File: src/rtl/smpq_pkg.sv
// ----------------------------------------------------------------------------
// smpq_pkg
// shared types and constants of the stable minimum priority queue
// ----------------------------------------------------------------------------
package smpq_pkg;

  localparam int unsigned CapacityDef = 16;
  localparam int unsigned ValueW      = 32;
  localparam int unsigned KeyW        = 32;
  localparam int unsigned OccW        = 5;

  typedef enum logic {
    OP_INSERT = 1'b0,
    OP_POP    = 1'b1
  } opcode_e;

  typedef enum logic [1:0] {
    ST_OK    = 2'd0,
    ST_EMPTY = 2'd1,
    ST_FULL  = 2'd2
  } status_e;

  typedef struct packed {
    logic [ValueW-1:0]      value;
    logic signed [KeyW-1:0] key;
  } entry_t;

  // broadcast from the top level to every cell
  typedef struct packed {
    logic   ins;
    logic   pop;
    entry_t ent;
  } cell_ctrl_t;

endpackage

File: src/rtl/stable_min_priority_queue.sv
// ----------------------------------------------------------------------------
// stable_min_priority_queue
// result registered in the cycle after the input transaction
// throughput: one insert or pop per cycle, all cells compare in parallel
// a result waiting on the output stalls input only if it is not taken
// reset clears the entry count and the output valid; cell contents are
// not cleared and are never read before being written
// ----------------------------------------------------------------------------
module stable_min_priority_queue #(
  parameter int unsigned CAPACITY = smpq_pkg::CapacityDef
) (
  input  logic        clk_i,
  input  logic        rst_ni,
  input  logic        s_axis_tvalid,
  output logic        s_axis_tready,
  input  logic [63:0] s_axis_tdata,   // entry_value[31:0], entry_key[63:32]
  input  logic [0:0]  s_axis_tuser,   // opcode[0]
  output logic        m_axis_tvalid,
  input  logic        m_axis_tready,
  output logic [71:0] m_axis_tdata,   // out_value[31:0], out_key[63:32],
                                      // occupancy[68:64], zero[71:69]
  output logic [1:0]  m_axis_tuser    // status[1:0]
);

  localparam int unsigned CntW = $clog2(CAPACITY + 1);

  logic [CntW-1:0] count_q, count_d;
  logic            out_valid_q;
  logic [1:0]      status_q, status_d;
  smpq_pkg::entry_t res_q, res_d;
  logic [smpq_pkg::OccW-1:0] occ_q;

  logic is_full, is_empty, accept, is_pop;
  smpq_pkg::cell_ctrl_t ctrl;

  smpq_pkg::entry_t cell_entry [CAPACITY];
  logic             cell_take  [CAPACITY];

  assign accept   = s_axis_tvalid && s_axis_tready;
  assign is_pop   = (s_axis_tuser[0] == smpq_pkg::OP_POP);
  assign is_full  = (count_q == CntW'(CAPACITY));
  assign is_empty = (count_q == '0);

  assign ctrl.ins       = accept && !is_pop && !is_full;
  assign ctrl.pop       = accept && is_pop && !is_empty;
  assign ctrl.ent.value = s_axis_tdata[31:0];
  assign ctrl.ent.key   = s_axis_tdata[63:32];

  for (genvar g = 0; g < CAPACITY; g++) begin : g_cell
    smpq_pkg::entry_t left, right;
    logic             left_take, occ;

    assign occ = (count_q > CntW'(g));

    if (g == 0) begin : g_head
      assign left      = cell_entry[g];
      assign left_take = 1'b0;
    end else begin : g_body
      assign left      = cell_entry[g-1];
      assign left_take = cell_take[g-1];
    end

    if (g == CAPACITY - 1) begin : g_tail
      assign right = cell_entry[g];
    end else begin : g_mid
      assign right = cell_entry[g+1];
    end

    smpq_cell u_cell (
      .clk_i       (clk_i),
      .ctrl_i      (ctrl),
      .occ_i       (occ),
      .left_i      (left),
      .left_take_i (left_take),
      .right_i     (right),
      .entry_o     (cell_entry[g]),
      .take_o      (cell_take[g])
    );
  end

  always_comb begin
    count_d  = count_q;
    status_d = smpq_pkg::ST_OK;
    res_d    = '0;
    if (ctrl.ins) begin
      count_d = count_q + 1'b1;
    end else if (ctrl.pop) begin
      count_d = count_q - 1'b1;
      res_d   = cell_entry[0];
    end
    if (accept && is_pop && is_empty) begin
      status_d = smpq_pkg::ST_EMPTY;
    end else if (accept && !is_pop && is_full) begin
      status_d = smpq_pkg::ST_FULL;
    end
  end

  always_ff @(posedge clk_i or negedge rst_ni) begin
    if (!rst_ni) begin
      count_q     <= '0;
      out_valid_q <= 1'b0;
    end else begin
      count_q <= count_d;
      if (accept) begin
        out_valid_q <= 1'b1;
      end else if (m_axis_tready) begin
        out_valid_q <= 1'b0;
      end
    end
  end

  always_ff @(posedge clk_i) begin
    if (accept) begin
      status_q <= status_d;
      res_q    <= res_d;
      occ_q    <= smpq_pkg::OccW'(count_d);
    end
  end

  assign s_axis_tready = !out_valid_q || m_axis_tready;
  assign m_axis_tvalid = out_valid_q;
  assign m_axis_tuser  = status_q;
  assign m_axis_tdata  = {3'b000, occ_q, res_q.key, res_q.value};

endmodule

File: src/rtl/smpq_cell.sv
// ----------------------------------------------------------------------------
// smpq_cell
// one slot of the sorted shift-register queue
// ----------------------------------------------------------------------------
module smpq_cell (
  input  logic                 clk_i,
  input  smpq_pkg::cell_ctrl_t ctrl_i,
  input  logic                 occ_i,
  input  smpq_pkg::entry_t     left_i,
  input  logic                 left_take_i,
  input  smpq_pkg::entry_t     right_i,
  output smpq_pkg::entry_t     entry_o,
  output logic                 take_o
);

  smpq_pkg::entry_t entry_q, entry_d;

  // new entry belongs here or before: slot empty or new key strictly smaller
  assign take_o  = !occ_i || (ctrl_i.ent.key < entry_q.key);
  assign entry_o = entry_q;

  always_comb begin
    entry_d = entry_q;
    if (ctrl_i.ins && take_o) begin
      entry_d = left_take_i ? left_i : ctrl_i.ent;
    end else if (ctrl_i.pop) begin
      entry_d = right_i;
    end
  end

  always_ff @(posedge clk_i) begin
    entry_q <= entry_d;
  end

endmodule
File: config.mk
export PLATFORM = sky130hd
export DESIGN_NAME = stable_min_priority_queue
export DESIGN_NICKNAME = d
export VERILOG_FILES = /design/src/rtl/smpq_pkg.sv /design/src/rtl/stable_min_priority_queue.sv /design/src/rtl/smpq_cell.sv
export SDC_FILE = /design/constraint.sdc
export NUM_CORES = 2
export LEC_CHECK = 0
export ABC_AREA = 1
export ABC_CLOCK_PERIOD_IN_PS = 8960
export BUFFER_PORTS_ARGS = -buffer_cell sky130_fd_sc_hd__buf_2
export CORE_UTILIZATION = 24
export CTS_CLUSTER_DIAMETER = 50
export DETAILED_ROUTE_END_ITERATION = 12
export PLACE_DENSITY = 0.46
export SLEW_MARGIN = 40
export SYNTH_ARGS = -nofsm -noshare
export SYNTH_HDL_FRONTEND = slang
export SYNTH_SLANG_ARGS = --single-unit
File: constraint.sdc
create_clock -name clk_i -period 8.96 [get_ports clk_i]
set_clock_uncertainty 0.15 [all_clocks]
set_input_delay 0.896 -clock clk_i [delete_from_list [all_inputs] [get_ports clk_i]]
set_output_delay 0.896 -clock clk_i [all_outputs]
set_load 0.02 [all_outputs]
# Word level (Yosys, flattened, before mapping)
# Index checks and enable logic that the tools add are counted.
[totals]
ff_bits = 1101
input_bits = 69
wordCells = 202
[op_classes]
addsub = 2
n_lt_le_gt_ge = 32
n_eq_ne = 1
n_mux = 50
bitwise = 1
reduce_logical = 78
[op_table]
columns = ["cell", "count"]
rows = [
  ["$mux W64", 45],
  ["$lt A32 B32 Y1", 16],
  ["$gt A5 B4 Y1 const B", 8],
  ["$reduce_bool A2 Y1", 16],
  ["$logic_and A1 B1 Y1", 23],
  ["$gt A5 B3 Y1 const B", 4],
  ["$logic_not A1 Y1", 20],
  ["$logic_or A1 B1 Y1", 17],
  ["$gt A5 B1 Y1 const B", 2],
  ["$gt A5 B2 Y1 const B", 2],
  ["$mux W5", 2],
  ["$add A5 B1 Y5 const B", 1],
  ["$eq A5 B5 Y1 const B", 1],
  ["$logic_not A5 Y1", 1],
  ["$sub A5 B1 Y5 const B", 1],
  ["$mux W1", 2],
  ["$mux W2", 1],
  ["$reduce_or A2 Y1", 1],
  ["$not A1 Y1", 1],
]

# Logic depth before layout (Yosys ltp)
[depth]
ltp_word = 7
depth_mapped = 22
ltp_nobuf = 19

# Modules after synthesis
# A second synthesis with hierarchy kept.
[hier_totals]
cells_unflattened = 8093
hier_area_um2 = 74642.8
[by_module_without_submodules]
columns = ["module", "n_inst", "cells_each", "area_per_inst_um2", "seq_area_each_um2"]
rows = [
  ["smpq_cell (g_cell[0].u_cell ...)", 14, 485, 4449.3, 1921.8],
  ["smpq_cell (g_cell[8].u_cell ...)", 2, 489, 4483.0, 1921.8],
  ["stable_min_priority_queue", 1, 325, 3387.0, 2282.2],
]

# Worst setup path after synthesis
# Ideal clock, no wire load.
[synth_timing]
path_kind = "input port to flip-flop"
from = "input m_axis_tready"
to = "register g_cell[13].u_cell.entry_q (netlist bit g_cell[13].u_cell.entry_o[0]), enable pin"
setup_ps = 424
arrival_time_ps = 4930
required_time_ps = 8386
slack_ps = 3456
cell_stages = 11
n_path_buf = 3
cell_sequence = "inv_1 > nand2_1 > nand2_1 > inv_1 > nand2_1 > inv_1 > nand2_1 > buf_2 > buf_2 > clkbuf_1 > nand2_1"
[synth_via]
elab_chain_len = 6
elab_cells_between_ends = 8
[synth_lines]
columns = ["element", "line_no", "text"]
rows = [
  ["start: declaration", "stable_min_priority_queue.sv:19", "input logic m_axis_tready,"],
  ["$logic_or A1 B1 Y1 *", "stable_min_priority_queue.sv:120", "assign s_axis_tready = !out_valid_q || m_axis_tready;"],
  ["via s_axis_tready", "stable_min_priority_queue.sv:15", "output logic s_axis_tready,"],
  ["$logic_and A1 B1 Y1 *", "stable_min_priority_queue.sv:39", "assign accept = s_axis_tvalid && s_axis_tready;"],
  ["via accept", "stable_min_priority_queue.sv:33", "logic is_full, is_empty, accept, is_pop;"],
  ["$logic_and A1 B1 Y1 (2 in series)", "stable_min_priority_queue.sv:44", "assign ctrl.ins = accept && !is_pop && !is_full;"],
  ["$logic_and A1 B1 Y1", "smpq_cell.sv:24", "if (ctrl_i.ins && take_o) begin"],
  ["$reduce_bool A2 Y1 (no source line) *", "-", ""],
  ["end signal: assignment", "smpq_cell.sv:32", "entry_q <= entry_d;"],
  ["end: declaration", "smpq_cell.sv:16", "smpq_pkg::entry_t entry_q, entry_d;"],
]
# Mark *: on every way through the listed nets, which the timed path passes. The rest lies on a longest branch.
# A chain may end at the register's enable or synchronous reset.

# Worst setup path in the final report
[layout_timing]
from = "input s_axis_tdata[59]"
to = "register g_cell[10].u_cell.entry_q (netlist bit g_cell[10].u_cell.entry_o[32]), enable pin"
[layout_via]
elab_chain_len = 4
[layout_lines]
columns = ["element", "line_no", "text"]
rows = [
  ["start: declaration", "stable_min_priority_queue.sv:16", "input logic [63:0] s_axis_tdata,"],
  ["$lt A32 B32 Y1", "smpq_cell.sv:19", "assign take_o = !occ_i || (ctrl_i.ent.key < entry_q.key);"],
  ["$logic_or A1 B1 Y1", "smpq_cell.sv:19", ""],
  ["$logic_and A1 B1 Y1", "smpq_cell.sv:24", ""],
  ["$reduce_bool A2 Y1 (no source line)", "-", ""],
  ["end signal: assignment", "smpq_cell.sv:32", ""],
  ["end: declaration", "smpq_cell.sv:16", ""],
]
# No other way between the ends.

==> metrics <==
status finished clean; largest net degree at the start of global routing 129; total CTS buffers 179; Top FF cell, synth edfxtp_1; final core utilization 27.67%; Area Growth Syn to Fin 14.70%; Max Buffers Root-to-Sink 3; P per Cell Area 322.6 nW/um^2; grt ovf 0; Max-cap violations 0; CP required 9.29 ns; clock latency on the worst-skew pair 0.87 ns; number of synthesized register bits 1101; cts hold-fix bufs 1; row cnt 202; Worst setup EP type flop; worst vdd ir 0.0003364 V; critical path fanouts, max 40; max incr delay on CP 0.68 ns; Synth Area in Compound Gates 3.291%; DR DRC count 0; core area 302800 sq um; routability cong. 0.8942; worst slew pin tran 0.9223 ns; Clk pwr share between 20% and 30%; postcts setup bufs 0; XOR/XNOR Fraction of Synth Area 0.03597%; crit start category input port; die extent in y between 500 and 600 um; LEAKAGE 0.04031 uW; Netlist cell types 34; Final setup viols 0; DP HPWL ~220000 um; most common cell after layout, fill and taps aside nand2_1; min Tclk post-route 5.619 ns; initial antenna violation count 19; Post-Route WL around 330000 um; most frequent cells in the layout nand2_1 (4666), edfxtp_1 (1095), inv_1 (783); Root Buffer clkbuf_16; Fmax 0.1780 GHz; Net Sw Power roughly 12000 uW; Via density 5.064; synthesized cell area 73040 sq um; final layout net count 10050; critical path class input port to flop; Async SR Flop Fraction 0.5450%; RSZ-0062 raised after global routing no; layout cells sized above 1 ~7%; initial core utilization 24.12%; Hold Path Class input port to flop; Simple-Gate Fraction of Synth Area roughly a third; Flop pwr share around 30%; Critical Path, Cell by Cell buf_2, buf_4, ha_1, a21oi_1, o21ai_0, nand2_1, nand3_1, a21oi_1, nand3_4, nand3_4, nand2_2, nand2_4, buf_4; initial drt markers around 7400; cell-internal power around 15000 uW; DR WL/cell 24.23 um; Post-CTS Resized 0; Switching Fraction 46.13%; main combinational cell family by area after synthesis simple AND/OR/NAND/NOR gates; cell count after synthesis 9619; post-synthesis mux area share 0%; sequential share of the synthesized area between 40% and 50%; post-synthesis adder-cell area fraction 8.582%; Slew Limit Fails 0; combinational power share 43.3%; final hold violation count 0; EDFF count, synth about 1100; Pre-antenna DRT Iters 6; synth warn 0; vias in the first global route between 60000 and 70000; # port buffers about 140; register clock-pin slew on the reported worst setup and hold paths 0.06 ns; gr usage total 20.79%; floorplan die width around 550 um; Post-DRT Antenna Nets 0; slowest stage cell on the critical path buf_4; via count 68900; Die ar. 306500 sq um; I/O pin total 145; clk sink count 1101; Rel. slew slack 38.51%; Worst EP arrival 5.95 ns; H-tree depth 4; Final Cycle Share roughly 63%; Layout fillers approximately 33000; Fin Setup TNS 0 ns; Mean Syn Cell Area 7.593 sq um; first-pass GRT wire length 469900 um; CTS tree built
## synth_stat cells, types with 18 or more instances
cell | count | area share (%)
buf_4 | 67 | 0.69
a21oi_1 | 232 | 1.6
o21ai_0 | 191 | 1.3
ha_1 | 501 | 8.6
inv_1 | 785 | 4.0
edfxtp_1 | 1095 | 45
clkbuf_1 | 230 | 1.2
nand2_1 | 4712 | 24
buf_2 | 310 | 2.1
nor3_1 | 18 | 0.12
nand4_1 | 551 | 4.7
inv_2 | 18 | 0.092
nor2_1 | 203 | 1.0
nand3_1 | 611 | 4.2
## critical path, delay by kind of cell
kind	cells	cell delay (ns)
simple gates	6	2.55
buf+inv	3	1.33
fa+ha+maj	1	0.31
compound gates	3	0.70
## path summary, 6_finish.rpt
check | slack (ns) | start | end | depth (start not counted)
max reg2reg | 3.59 | g_cell[10].u_cell.entry_o[5]$_DFFE_PP_ | g_cell[10].u_cell.entry_o[32]$_DFFE_PP_ | 14
min reg2reg | 0.35 | g_cell[3].u_cell.entry_o[28]$_DFFE_PP_ | g_cell[2].u_cell.entry_o[28]$_DFFE_PP_ | 2
min in group asynchronous | 0.26 | rst_ni | m_axis_tvalid$_DFFE_PN0P_ | 2
max | 3.34 | s_axis_tdata[59] | g_cell[10].u_cell.entry_o[32]$_DFFE_PP_ | 13
min | 0.18 | m_axis_tready | m_axis_tvalid$_DFFE_PN0P_ | 4
max in group asynchronous | 8.24 | rst_ni | count_q[4]$_DFF_PN0_ | 2
## final cells by class
| cell class | instances | area (sq um) | area share (%) |
|---|---|---|---|
| Clock buffer | 201 | 4604 | 5.496 |
| Clock inverter | 126 | 1518 | 1.812 |
| Antenna cell | 2 | 5.005 | 0.005974 |
| Tap cell | 3978 | 4977 | 5.941 |
| Multi-Input combinational cell | 7084 | 34460 | 41.13 |
| Timing Repair Buffer | 309 | 2145 | 2.560 |
| Inverter | 803 | 3040 | 3.629 |
| Sequential cell | 1101 | 33030 | 39.43 |
## through the flow
stage          total power, uW  std cells  worst slack, ns  area, sq um  hold WS (ns)
2_1_floorplan            15030       9621            3.456        73050        0.3444
3_3_place_gp             19470      13270            2.154        77410        0.3487
3_5_place_dp             19610      13270            2.657        77610        0.3580
4_1_cts                  26900      13600            3.562        83750        0.1180
5_1_grt                  28310      13600            3.346        83780        0.1956
6_report                 27030      13600            3.341        83780        0.1806
## sequential cells by signal (all words and copies together), names as in the netlist
| signal | cells |
|---|---|
| g_cell.u_cell.entry_o | 1024 |
| m_axis_tdata | 64 |
| count_q | 5 |
| occ_q | 5 |
| m_axis_tuser | 2 |
| m_axis_tvalid | 1 |
## layer usage
metal,track usage (%),part of all wire [%]
met3,3.195,7.8
met1,27.13,42
met5,0,0.018
met2,33.93,46
met4,9.023,4.6
## cells by family after synthesis
| group | Yosys count |
|---|---|
| AO/OA/AOI/OAI | 462 |
| XOR/XNOR | 3 |
| adder cells (fa/ha/maj) | 501 |
| buffers and inverters | 1436 |
| flip-flops | 1101 |
| other | 1 |
| AND/OR/NAND/NOR | 6115 |
## power by group through the flow
stage	Combinational [uW]	Sequential [uW]	Clock [uW]
after floorplan	7110	7920	0
after global placement	11300	8140	0
after detailed placement	11500	8150	0
after CTS	11500	8060	7350
after global routing	12600	8190	7520
final	11700	8080	7240
No activity file was read; power rests on OpenSTA's default activity.
